<file path="src/rtl/core/plfe_pkg.sv">
package plfe_pkg;

  localparam int PAYLOAD_BITS_DEF = 14;
  localparam int TICK_W           = 10;
  localparam int POS_OUT_W        = 5;
  localparam int CFG_IDX_W        = 3;

  localparam logic [TICK_W-1:0] END_TICKS_RST  = 10'd150;
  localparam logic [TICK_W-1:0] ONE_TICKS_RST  = 10'd75;
  localparam logic [TICK_W-1:0] ZERO_TICKS_RST = 10'd50;
  localparam logic [TICK_W-1:0] GAP_TICKS_RST  = 10'd25;

  // Register indexes on the configuration port
  localparam logic [CFG_IDX_W-1:0] REG_PAYLOAD    = 3'd0;
  localparam logic [CFG_IDX_W-1:0] REG_END_TICKS  = 3'd1;
  localparam logic [CFG_IDX_W-1:0] REG_ONE_TICKS  = 3'd2;
  localparam logic [CFG_IDX_W-1:0] REG_ZERO_TICKS = 3'd3;
  localparam logic [CFG_IDX_W-1:0] REG_GAP_TICKS  = 3'd4;

  typedef struct packed {
    logic [TICK_W-1:0] end_ticks;
    logic [TICK_W-1:0] one_ticks;
    logic [TICK_W-1:0] zero_ticks;
    logic [TICK_W-1:0] gap_ticks;
  } sym_len_t;

  typedef struct packed {
    logic              carrier_on;
    logic              frame_done;
    logic [TICK_W-1:0] ticks_left;
  } tick_res_t;

  // Frame position runs from payload_bits+2 down to 0
  function automatic int pos_width(input int payload_bits);
    return $clog2(payload_bits + 3);
  endfunction

  function automatic int idx_width(input int payload_bits);
    return (payload_bits > 1) ? $clog2(payload_bits) : 1;
  endfunction

endpackage

</file>
<file path="src/rtl/core/plfe_tick.sv">
module plfe_tick #(
  parameter int PAYLOAD_BITS = plfe_pkg::PAYLOAD_BITS_DEF,
  localparam int PosW = plfe_pkg::pos_width(PAYLOAD_BITS)
) (
  input  logic                                restart,
  input  logic [plfe_pkg::TICK_W-1:0]         ticks_left,
  input  logic [PosW-1:0]                     frame_pos,
  input  logic [PAYLOAD_BITS-1:0]             payload,
  input  plfe_pkg::sym_len_t                  lens,
  output plfe_pkg::tick_res_t                 res,
  output logic [PosW-1:0]                     frame_pos_nxt
);

  localparam int IdxW = plfe_pkg::idx_width(PAYLOAD_BITS);
  localparam logic [PosW-1:0] FirstPos = PosW'(PAYLOAD_BITS + 2);
  localparam logic [PosW-1:0] LastBit  = PosW'(PAYLOAD_BITS);

  logic [plfe_pkg::TICK_W-1:0] tl0;
  logic [plfe_pkg::TICK_W-1:0] tl1;
  logic [plfe_pkg::TICK_W-1:0] len;
  logic [PosW-1:0]             pos0;
  logic [PosW-1:0]             pos1;
  logic [IdxW-1:0]             bit_idx;
  logic                        wrap;
  logic                        in_payload;

  always_comb begin
    tl0  = restart ? lens.end_ticks : ticks_left;
    pos0 = restart ? FirstPos : frame_pos;
    // counter wraps: a zero-length symbol lasts a full 1024 ticks
    tl1  = tl0 - plfe_pkg::TICK_W'(1);
    wrap = (tl1 == '0);
    pos1 = (wrap && (pos0 != '0)) ? pos0 - PosW'(1) : pos0;

    in_payload = (pos1 != '0) && (pos1 <= LastBit);
    bit_idx    = IdxW'(pos1 - PosW'(1));
    if (in_payload) begin
      len = payload[bit_idx] ? lens.one_ticks : lens.zero_ticks;
    end else begin
      len = lens.end_ticks;
    end

    res.carrier_on = (tl1 > lens.gap_ticks);
    res.frame_done = (pos1 == '0);
    res.ticks_left = wrap ? len : tl1;
    frame_pos_nxt  = pos1;
  end

endmodule

</file>
<file path="src/rtl/core/pulse_length_frame_encoder_unit.sv">
// Channel  Direction  Handshake             Beat contents
// in_      input      in_valid / in_stall   in_restart
// out_     output     out_valid / out_stall out_carrier_on, out_symbol_pos, out_frame_done
// cfg_     input      cfg_valid / cfg_ready cfg_index, cfg_wdata
//
// One tick per clock when out_stall stays low; an input beat becomes a result beat through
// the input register, then the decrement/compare into the output register.
// Symbol counter and frame position advance only when a tick moves into the output register.
// rst_n is synchronous, active low; lengths return to their defaults, payload to zero.
// cfg_ready is always high; writes to unknown indexes are dropped.
// A stalled output holds its beat; in_stall rises only while both stages are full.
module pulse_length_frame_encoder_unit #(
  parameter int PAYLOAD_BITS = plfe_pkg::PAYLOAD_BITS_DEF,
  localparam int CfgW = (PAYLOAD_BITS > plfe_pkg::TICK_W) ? PAYLOAD_BITS : plfe_pkg::TICK_W
) (
  input  logic                              clk,
  input  logic                              rst_n,
  input  logic                              in_valid,
  output logic                              in_stall,
  input  logic                              in_restart,
  output logic                              out_valid,
  input  logic                              out_stall,
  output logic                              out_carrier_on,
  output logic [plfe_pkg::POS_OUT_W-1:0]    out_symbol_pos,
  output logic                              out_frame_done,
  input  logic                              cfg_valid,
  output logic                              cfg_ready,
  input  logic [plfe_pkg::CFG_IDX_W-1:0]    cfg_index,
  input  logic [CfgW-1:0]                   cfg_wdata
);

  localparam int PosW = plfe_pkg::pos_width(PAYLOAD_BITS);

  logic [PAYLOAD_BITS-1:0]      payload_r;
  plfe_pkg::sym_len_t           lens_r;
  logic [plfe_pkg::TICK_W-1:0]  ticks_left_r;
  logic [PosW-1:0]              frame_pos_r;
  logic                         s1_valid_r;
  logic                         s1_restart_r;
  logic                         out_valid_r;
  logic                         out_carrier_on_r;
  logic [plfe_pkg::POS_OUT_W-1:0] out_symbol_pos_r;
  logic                         out_frame_done_r;

  plfe_pkg::tick_res_t          tick_res;
  logic [PosW-1:0]              frame_pos_nxt;
  logic                         out_adv;
  logic                         fire;
  logic                         cfg_wr;

  assign cfg_ready = 1'b1;
  assign cfg_wr    = cfg_valid && cfg_ready;

  always_ff @(posedge clk) begin
    if (!rst_n) begin
      payload_r         <= '0;
      lens_r.end_ticks  <= plfe_pkg::END_TICKS_RST;
      lens_r.one_ticks  <= plfe_pkg::ONE_TICKS_RST;
      lens_r.zero_ticks <= plfe_pkg::ZERO_TICKS_RST;
      lens_r.gap_ticks  <= plfe_pkg::GAP_TICKS_RST;
    end else if (cfg_wr) begin
      case (cfg_index)
        plfe_pkg::REG_PAYLOAD:    payload_r         <= cfg_wdata[PAYLOAD_BITS-1:0];
        plfe_pkg::REG_END_TICKS:  lens_r.end_ticks  <= cfg_wdata[plfe_pkg::TICK_W-1:0];
        plfe_pkg::REG_ONE_TICKS:  lens_r.one_ticks  <= cfg_wdata[plfe_pkg::TICK_W-1:0];
        plfe_pkg::REG_ZERO_TICKS: lens_r.zero_ticks <= cfg_wdata[plfe_pkg::TICK_W-1:0];
        plfe_pkg::REG_GAP_TICKS:  lens_r.gap_ticks  <= cfg_wdata[plfe_pkg::TICK_W-1:0];
        default: ;
      endcase
    end
  end

  // output register frees up when empty or when its beat is taken
  assign out_adv  = !out_valid_r || !out_stall;
  assign in_stall = s1_valid_r && !out_adv;
  assign fire     = s1_valid_r && out_adv;

  always_ff @(posedge clk) begin
    if (!rst_n) begin
      s1_valid_r <= 1'b0;
    end else if (!in_stall) begin
      s1_valid_r <= in_valid;
    end
  end

  always_ff @(posedge clk) begin
    if (in_valid && !in_stall) begin
      s1_restart_r <= in_restart;
    end
  end

  plfe_tick #(
    .PAYLOAD_BITS (PAYLOAD_BITS)
  ) u_tick (
    .restart       (s1_restart_r),
    .ticks_left    (ticks_left_r),
    .frame_pos     (frame_pos_r),
    .payload       (payload_r),
    .lens          (lens_r),
    .res           (tick_res),
    .frame_pos_nxt (frame_pos_nxt)
  );

  always_ff @(posedge clk) begin
    if (!rst_n) begin
      ticks_left_r <= plfe_pkg::END_TICKS_RST;
      frame_pos_r  <= PosW'(PAYLOAD_BITS + 2);
      out_valid_r  <= 1'b0;
    end else begin
      if (fire) begin
        ticks_left_r <= tick_res.ticks_left;
        frame_pos_r  <= frame_pos_nxt;
      end
      if (out_adv) begin
        out_valid_r <= s1_valid_r;
      end
    end
  end

  always_ff @(posedge clk) begin
    if (fire) begin
      out_carrier_on_r <= tick_res.carrier_on;
      out_symbol_pos_r <= plfe_pkg::POS_OUT_W'(frame_pos_nxt);
      out_frame_done_r <= tick_res.frame_done;
    end
  end

  assign out_valid      = out_valid_r;
  assign out_carrier_on = out_carrier_on_r;
  assign out_symbol_pos = out_symbol_pos_r;
  assign out_frame_done = out_frame_done_r;

endmodule

</file>
<file path="config.mk">
export PLATFORM = sky130hd
export DESIGN_NAME = pulse_length_frame_encoder_unit
export DESIGN_NICKNAME = d
export VERILOG_FILES = /design/src/rtl/core/plfe_pkg.sv /design/src/rtl/core/plfe_tick.sv /design/src/rtl/core/pulse_length_frame_encoder_unit.sv
export SDC_FILE = /design/constraint.sdc
export NUM_CORES = 1
export LEC_CHECK = 0
export BUFFER_PORTS_ARGS = -buffer_cell sky130_fd_sc_hd__buf_4
export CORE_ASPECT_RATIO = 0.5
export CORE_UTILIZATION = 66
export CTS_CLUSTER_SIZE = 40
export DETAILED_ROUTE_END_ITERATION = 6
export GPL_TIMING_DRIVEN = 0
export PLACE_DENSITY = 0.86
export SLEW_MARGIN = 30
export SYNTH_ARGS = -nofsm -noshare
export SYNTH_HDL_FRONTEND = slang
export SYNTH_SLANG_ARGS = --single-unit
</file>
<file path="constraint.sdc">
create_clock -name clk -period 6.25 [get_ports clk]
set_input_delay 0.9375 -clock clk [delete_from_list [all_inputs] [get_ports clk]]
set_output_delay 0.9375 -clock clk [all_outputs]
set_load 0.03 [all_outputs]
</file>
==> qor.yml, run 1 <==
run_status:
  status: "finished, final reports clean"
logic_synthesis:
  yosys-top-cells-area: "dfxtp_1 (28%), nand2_1 (9.4%), a21boi_0 (6.3%)"
  ys_types: 86
  syn_nets: 621
  async_flop_share: 0
  synth_top_area_frac: 0.2790
  yosysWarnings: 0
  synth_edf_count: 8
  synth_area_per_cell_um2: 8.722
  ys_seq_area_frac: 0.3262
  synthCells: 584
  syn_area_um2: 5094
  yosys_register_bits: 79
  synth_area_leader_cell: "dfxtp_1"
  ys.flop_type: "dfxtp_1"
sta:
  maxSlewViolCount: 0
  worst_pin_slew_ps: 869.5
  relSlewSlack: 0.4203
  rsz0062_at_grt: "no"
  fmax_ghz: 0.2037
  fin_crit_ps: 4910
  skew_ps: 9.189
  setup_viol: 0
  fin_crit_sh: 0.7856
  postLayoutSetupSlackWorst_ps: 1340
  final.setup.tns_ps: 0
  hold_viol_final: 0
critical_path:
  worstPathRequired_ps: 6480
  end_kind: "register"
  worstRegToRegCells: 17
  path_max_fanout: 10
  critPathKind: "register to register"
  cp.arrival_ps: 5140
  cp-start-kind: "register"
  startpoint: "s1_restart_r"
  timing.rr.start: "s1_restart_r"
clock_network:
  cts.root.buffer_cell: "clkbuf_16"
  clock-sinks: 79
  cts_tree: "built"
  cts_setup_buffers: 0
  h-tree-depth: 3
  cts_buffers: 9
  cts_hold_buf: 0
  clock_path_buffers: 2
  clk_latency_ps: 350
  cts_resized: 0
  clkSlewWorstSetupHoldPaths_ps: 60
floorplan:
  fp.dieH_um: 64.12
  rows: 22
  dieArea_um2: 8095
  initial_utilization: 0.6879
  coreArea_um2: 7405
  die_w_um: 126.2
  ios: 33
placed_design:
  numPortBuffers: 29
  pre_cts_ws_ps: 1382
  globalplace.congestion: 0.8849
  dp_hpwl_mm: 10.43
pwr:
  p_per_area_nw_per_um2: 219.8
  vdd_drop_max_v: 0.0001650
  p_leak_nw: 2.105
routing:
  via_per_inst: 6.410
  post-route-drc-count: 0
  ant_nets: 0
  wire_per_inst_um: 19.33
  vias: 4647
  routed_wl_mm: 14.01
  drt-pass1-iter-count: 5
  drt_iter0_drc: 647
finish:
  final_common_cell: "nand2_1"
  drive_gt1_frac: 0.1653
  area_growth_pct: 12.45
  finalNetCount: 661
  diodes: 0
  most-common-layout-cells: "nand2_1 (127), dfxtp_1 (71), a21boi_0 (43), buf_4 (31), inv_1 (25)"
global_route:
  grt_overflow: 0
  grt_pass1_wl_mm: 22.38
  antenna_found_initial: 0
  grt_use_total: 0.3710
  grt_pass1_vias: 4246
  grt_max_degree: 17
worst_hold_path:
  holdCritPathClass: "register to register"
  hp-start: "lens_r[2]"
  min_path_cells: 2
flow_run:
  maxCapViolCount: 0
path summary, 6_finish.rpt:
path	endpoint	slack, ps
max	ticks_left_r[6]	1340
min	lens_r[2]	470
max reg2reg	ticks_left_r[6]	1340
min reg2reg	lens_r[2]	470
cells by family (layout without fill, tap and decap cells):
family / Yosys count / after routing / share of synthesized area
buf+inv: 59 / 104 / 0.05993
fa+ha+maj: 14 / 14 / 0.03439
simple gates: 248 / 248 / 0.2555
xor+xnor: 10 / 10 / 0.02088
compound gates: 136 / 136 / 0.2068
other cells: 1 / 1 / 0.0007362
flops: 79 / 79 / 0.3262
mux: 37 / 37 / 0.09555
per-stage QoR:
stage                     utilization  total power [mW]  std cells  instance area (um^2)  hold slack, ps
after global routing           0.7736             1.299        725                  5728           500.6
after detailed placement       0.7335            0.7296        709                  5431           459.7
after floorplan                     -            0.6720        584                  5094           443.5
after global placement         0.7335            0.7239        709                  5431           452.1
after CTS                      0.7736             1.254        725                  5728           468.2
final                          0.7736             1.259        725                  5728           471.6
sequential cells by signal (all words and copies together), names as in the netlist:
register	count
out_valid	1
ticks_left_r	10
frame_pos_r	5
out_symbol_pos	5
out_frame_done	1
s1_valid_r	1
out_carrier_on	1
payload_r	14
s1_restart_r	1
lens_r	40
routing by layer:
metal,routed length (um),global-route usage,up-vias,part of all wire
met3,1541,0.1080,30,0.11
li1,-,-,2196,-
met2,6040,0.5663,235,0.43
met4,252,0.1175,0,0.018
met5,0,0,-,0
met1,6178,0.5063,2186,0.44
worst max-delay path, cell delays in order, from the launching register on:
cell	delay, ps
edfxtp_1	410
buf_6	170
buf_12	150
buf_8	140
buf_6	150
mux2i_1	140
ha_1	210
clkbuf_4	170
and4bb_1	230
o21ai_0	200
nor3b_4	300
o211ai_4	190
nor3b_4	570
mux2i_4	610
nor2_2	120
a21oi_1	350
mux2_2	410
o2111a_1	260
where the power goes:
group,switching (mW),internal (mW),leakage (nW)
clock network,0.221,0.313,0.148
registers,0.0175,0.530,0.651
logic,0.108,0.0704,1.31
total,0.346,0.913,2.10
synth_stat cells (3+ instances only):
master     count
a2111oi_0      4
a211oi_1       3
a21boi_0      43
a21o_1         6
a21oi_1       11
a22oi_1        6
a31oi_1        6
and3_1         3
buf_6          4
clkbuf_1      22
dfxtp_1       71
edfxtp_1       8
ha_1          14
inv_1         25
mux2_1         5
mux2_2         5
mux2i_1       18
mux4_2         6
nand2_1      127
nand3_1       18
nand4_1        7
nand4b_1       6
nor2_1        22
nor2b_1        5
nor3_1        17
nor3_2         3
nor3b_1        4
nor3b_2        4
nor4_1         3
nor4b_1        4
o211ai_1      13
o21a_1         4
o21ai_0       15
xnor2_1        7
final cells by class:
cell class | instances | area, um^2
clock buffers | 10 | 229.0
fillers | 544 | 1677
plain buffers | 32 | 198.9
inverters | 27 | 106.4
flip-flops and latches | 79 | 1662
well taps | 96 | 120.1
clock inverters | 6 | 67.56
multi-input cells | 446 | 3127
repair buffers | 29 | 217.7
(Power assumes the default switching activity.)
==> inputs of run 2 (changes only) <==
Settings changed: ABC_AREA set to 1, CORE_UTILIZATION 66 to 55, PLACE_DENSITY 0.86 to 0.77.
Clock period 6.25 ns to 3.95 ns, I/O delays scaled along.
==> run 2 against run 1 <==
Power increased by 69%; routed wire length decreased by 16%; die area increased by 4.4%; final cell count increased by 8.6%; sequential power increased by 57%.
==> qor.yml, run 2 <==
run_status:
  status: "finished, final reports clean"
floorplan:
  dieArea_um2: 8450
  die_w_um: 129
  initial_utilization: 0.5860
  rows: 22
  ios: 33
  fp.dieH_um: 65.50
  coreArea_um2: 7570
sta:
  hold_viol_final: 0
  rsz0062_at_grt: "no"
  setup_viol: 0
  relSlewSlack: 0.4864
  maxSlewViolCount: 0
  fin_crit_ps: 3652
  skew_ps: 5.149
  final.setup.tns_ps: 0
  fin_crit_sh: 0.9245
  worst_pin_slew_ps: 769.6
  fmax_ghz: 0.2738
critical_path:
  cp-start-kind: "register"
  worstPathRequired_ps: 4150
  cp_num_buf_inv: 3
  critPathMostFrequentCell: "nand2_1"
  critical_path.slowest_cell: "edfxtp_1"
  critical_path.top_delay_family: "simple AND/OR/NAND/NOR gates"
  path_max_fanout: 10
  end_kind: "register"
  worstRegToRegCells: 26
  timing.rr.start: "s1_restart_r"
  critPathKind: "register to register"
  cp.arrival_ps: 3860
  cpPeakStageDelay_ps: 440
  r2r_end: "ticks_left_r[6]"
  r2r_slack_ps: 300
clock_network:
  clock-sinks: 79
  h-tree-depth: 3
  cts_hold_buf: 0
  cts_resized: 0
  cts_setup_buffers: 0
  cts_buffers: 9
  clkSlewWorstSetupHoldPaths_ps: 60
  clk_latency_ps: 340
  cts_tree: "built"
  clock_path_buffers: 2
  cts.root.buffer_cell: "clkbuf_16"
routing:
  wl_met3_um: 922
  vias: 4237
  routed_wl_mm: 11.72
  ant_nets: 0
  via_per_inst: 5.384
  drt_iter0_drc: 283
  wl_met2_mm: 4.869
  post-route-drc-count: 0
  drt-pass1-iter-count: 7
  wire_per_inst_um: 14.89
  top_layer: "met4"
  wl_met1_mm: 5.781
global_route:
  antenna_found_initial: 0
  grt_max_degree: 14
  grt_pass1_wl_mm: 19.02
  grt_use_total: 0.3056
  grt_overflow: 0
  grt_pass1_vias: 3778
logic_synthesis:
  ys_seq_area_frac: 0.3746
  synth_top_area_frac: 0.3205
  synth_area_leader_cell: "dfxtp_1"
  syn_nets: 669
  ys_types: 42
  syn_area_um2: 4436
  yosysWarnings: 0
  yosysMostFrequentCell: "nand2_1"
  yosys_register_bits: 79
  yosys-top-cells-area: "dfxtp_1 (32%), nand2_1 (12%), inv_1 (7.2%)"
  synthCells: 632
  async_flop_share: 0
  ys.flop_type: "dfxtp_1"
  synth_edf_count: 8
  synth_area_per_cell_um2: 7.018
  yosys-top-cells-count: "nand2_1 (142), inv_1 (85), dfxtp_1 (71), a21oi_1 (57), nor2_1 (55)"
finish:
  largest_reg_flops: 40
  final_cells: 787
  finalNetCount: 711
  diodes: 0
  most-common-layout-cells: "nand2_1 (142), inv_1 (85), dfxtp_1 (71), a21oi_1 (57)"
  final_common_cell: "nand2_1"
  reg.largest.list: "lens_r (40), payload_r (14), ticks_left_r (10)"
  drive_gt1_frac: 0.1532
  n_fill_cell: 689
  area_growth_pct: 16.02
  top_register: "lens_r"
worst_hold_path:
  hp-start: "in_restart"
  min_path_cells: 1
  holdCritPathClass: "input pin to register"
  whs_endpoint: "s1_restart_r"
pwr:
  p_leak_nw: 2.325
  vdd_drop_max_v: 0.0002401
  p_per_area_nw_per_um2: 412.3
placed_design:
  dp.cells: 771
  globalplace.congestion: 0.9270
  numPortBuffers: 31
  dp_hpwl_mm: 8.681
flow_run:
  maxCapViolCount: 0
-- run 2: through the flow --
stage / hold WS, ps / instance area [um^2] / worst slack, ps / util / power [mW]
after detailed placement: 442.9 / 4806 / 357.9 / 0.6349 / 1.178
after floorplan: 429.2 / 4436 / 980.7 / - / 1.084
after CTS: 409.9 / 5144 / 302.7 / 0.6795 / 2.130
after global routing: 419.5 / 5146 / 20.49 / 0.6798 / 2.199
final: 421.4 / 5146 / 298.3 / 0.6798 / 2.122
after global placement: 437.7 / 4803 / 399.2 / 0.6345 / 1.172
-- run 2: worst max-delay path by stage --
| stage | cells past startpoint | to | start | slack [ps] |
|---|---|---|---|---|
| after floorplan | 26 | ticks_left_r[2] | s1_restart_r | 980 |
| after global placement | 26 | ticks_left_r[2] | s1_restart_r | 400 |
| after detailed placement | 25 | ticks_left_r[2] | s1_restart_r | 360 |
| after CTS | 25 | ticks_left_r[2] | s1_restart_r | 300 |
| after global routing | 26 | ticks_left_r[6] | s1_restart_r | 20 |
| final | 26 | ticks_left_r[6] | s1_restart_r | 300 |
-- run 2: kinds of logic (layout without fill, tap and decap cells) --
family          count (synthesis)  count (layout)  synth area share
buf+inv                       115             162            0.1072
xor+xnor                        3               3          0.005925
compound gates                138             138            0.1724
other cells                     1               1         0.0008455
flops                          79              79            0.3746
simple gates                  282             282            0.2996
fa+ha+maj                      14              14           0.03949
-- run 2: area by class of cell --
| cell class | instances | area [um^2] | share of cell area |
|---|---|---|---|
| tap | 108 | 135.1 | 0.02626 |
| buffer | 22 | 123.9 | 0.02407 |
| timing repair buffer | 31 | 232.7 | 0.04522 |
| clock buffer | 10 | 229.0 | 0.04449 |
| sequential | 79 | 1662 | 0.3229 |
| clock inverter | 6 | 108.9 | 0.02115 |
| multi-input combinational | 438 | 2301 | 0.4471 |
| inverter | 93 | 354.1 | 0.06881 |
-- run 2: per-layer routing --
layer  up-vias  global-route usage
met5         -                   0
met4         0             0.08676
li1       2123                   -
met2       159              0.4622
met3        11             0.07329
met1      1944              0.4321
-- run 2: power breakdown --
| group | switching (mW) | internal, mW |
|---|---|---|
| clock network | 0.337 | 0.616 |
| registers | 0.0129 | 0.845 |
| logic | 0.208 | 0.102 |
-- run 2: worst register-to-register path, cell delays in order, from the launching register on --
cell and delay [ps]:
edfxtp_1 440, inv_4 150, nand2_1 80, nand2_2 120
ha_1 220, nand3_4 130, nor2_4 160, nand2_1 80
nand2_1 60, nand2_1 140, nor2_1 140, nand3_1 80
nor2_2 220, nand2_2 120, nand2_1 120, o21ai_4 100
inv_2 110, nand2_2 90, nand2_1 90, nand3_2 150
nand2_2 170, buf_6 170, nand2_1 80, nand3_1 80
nand2_1 80, nand2_1 80, a21oi_2 50
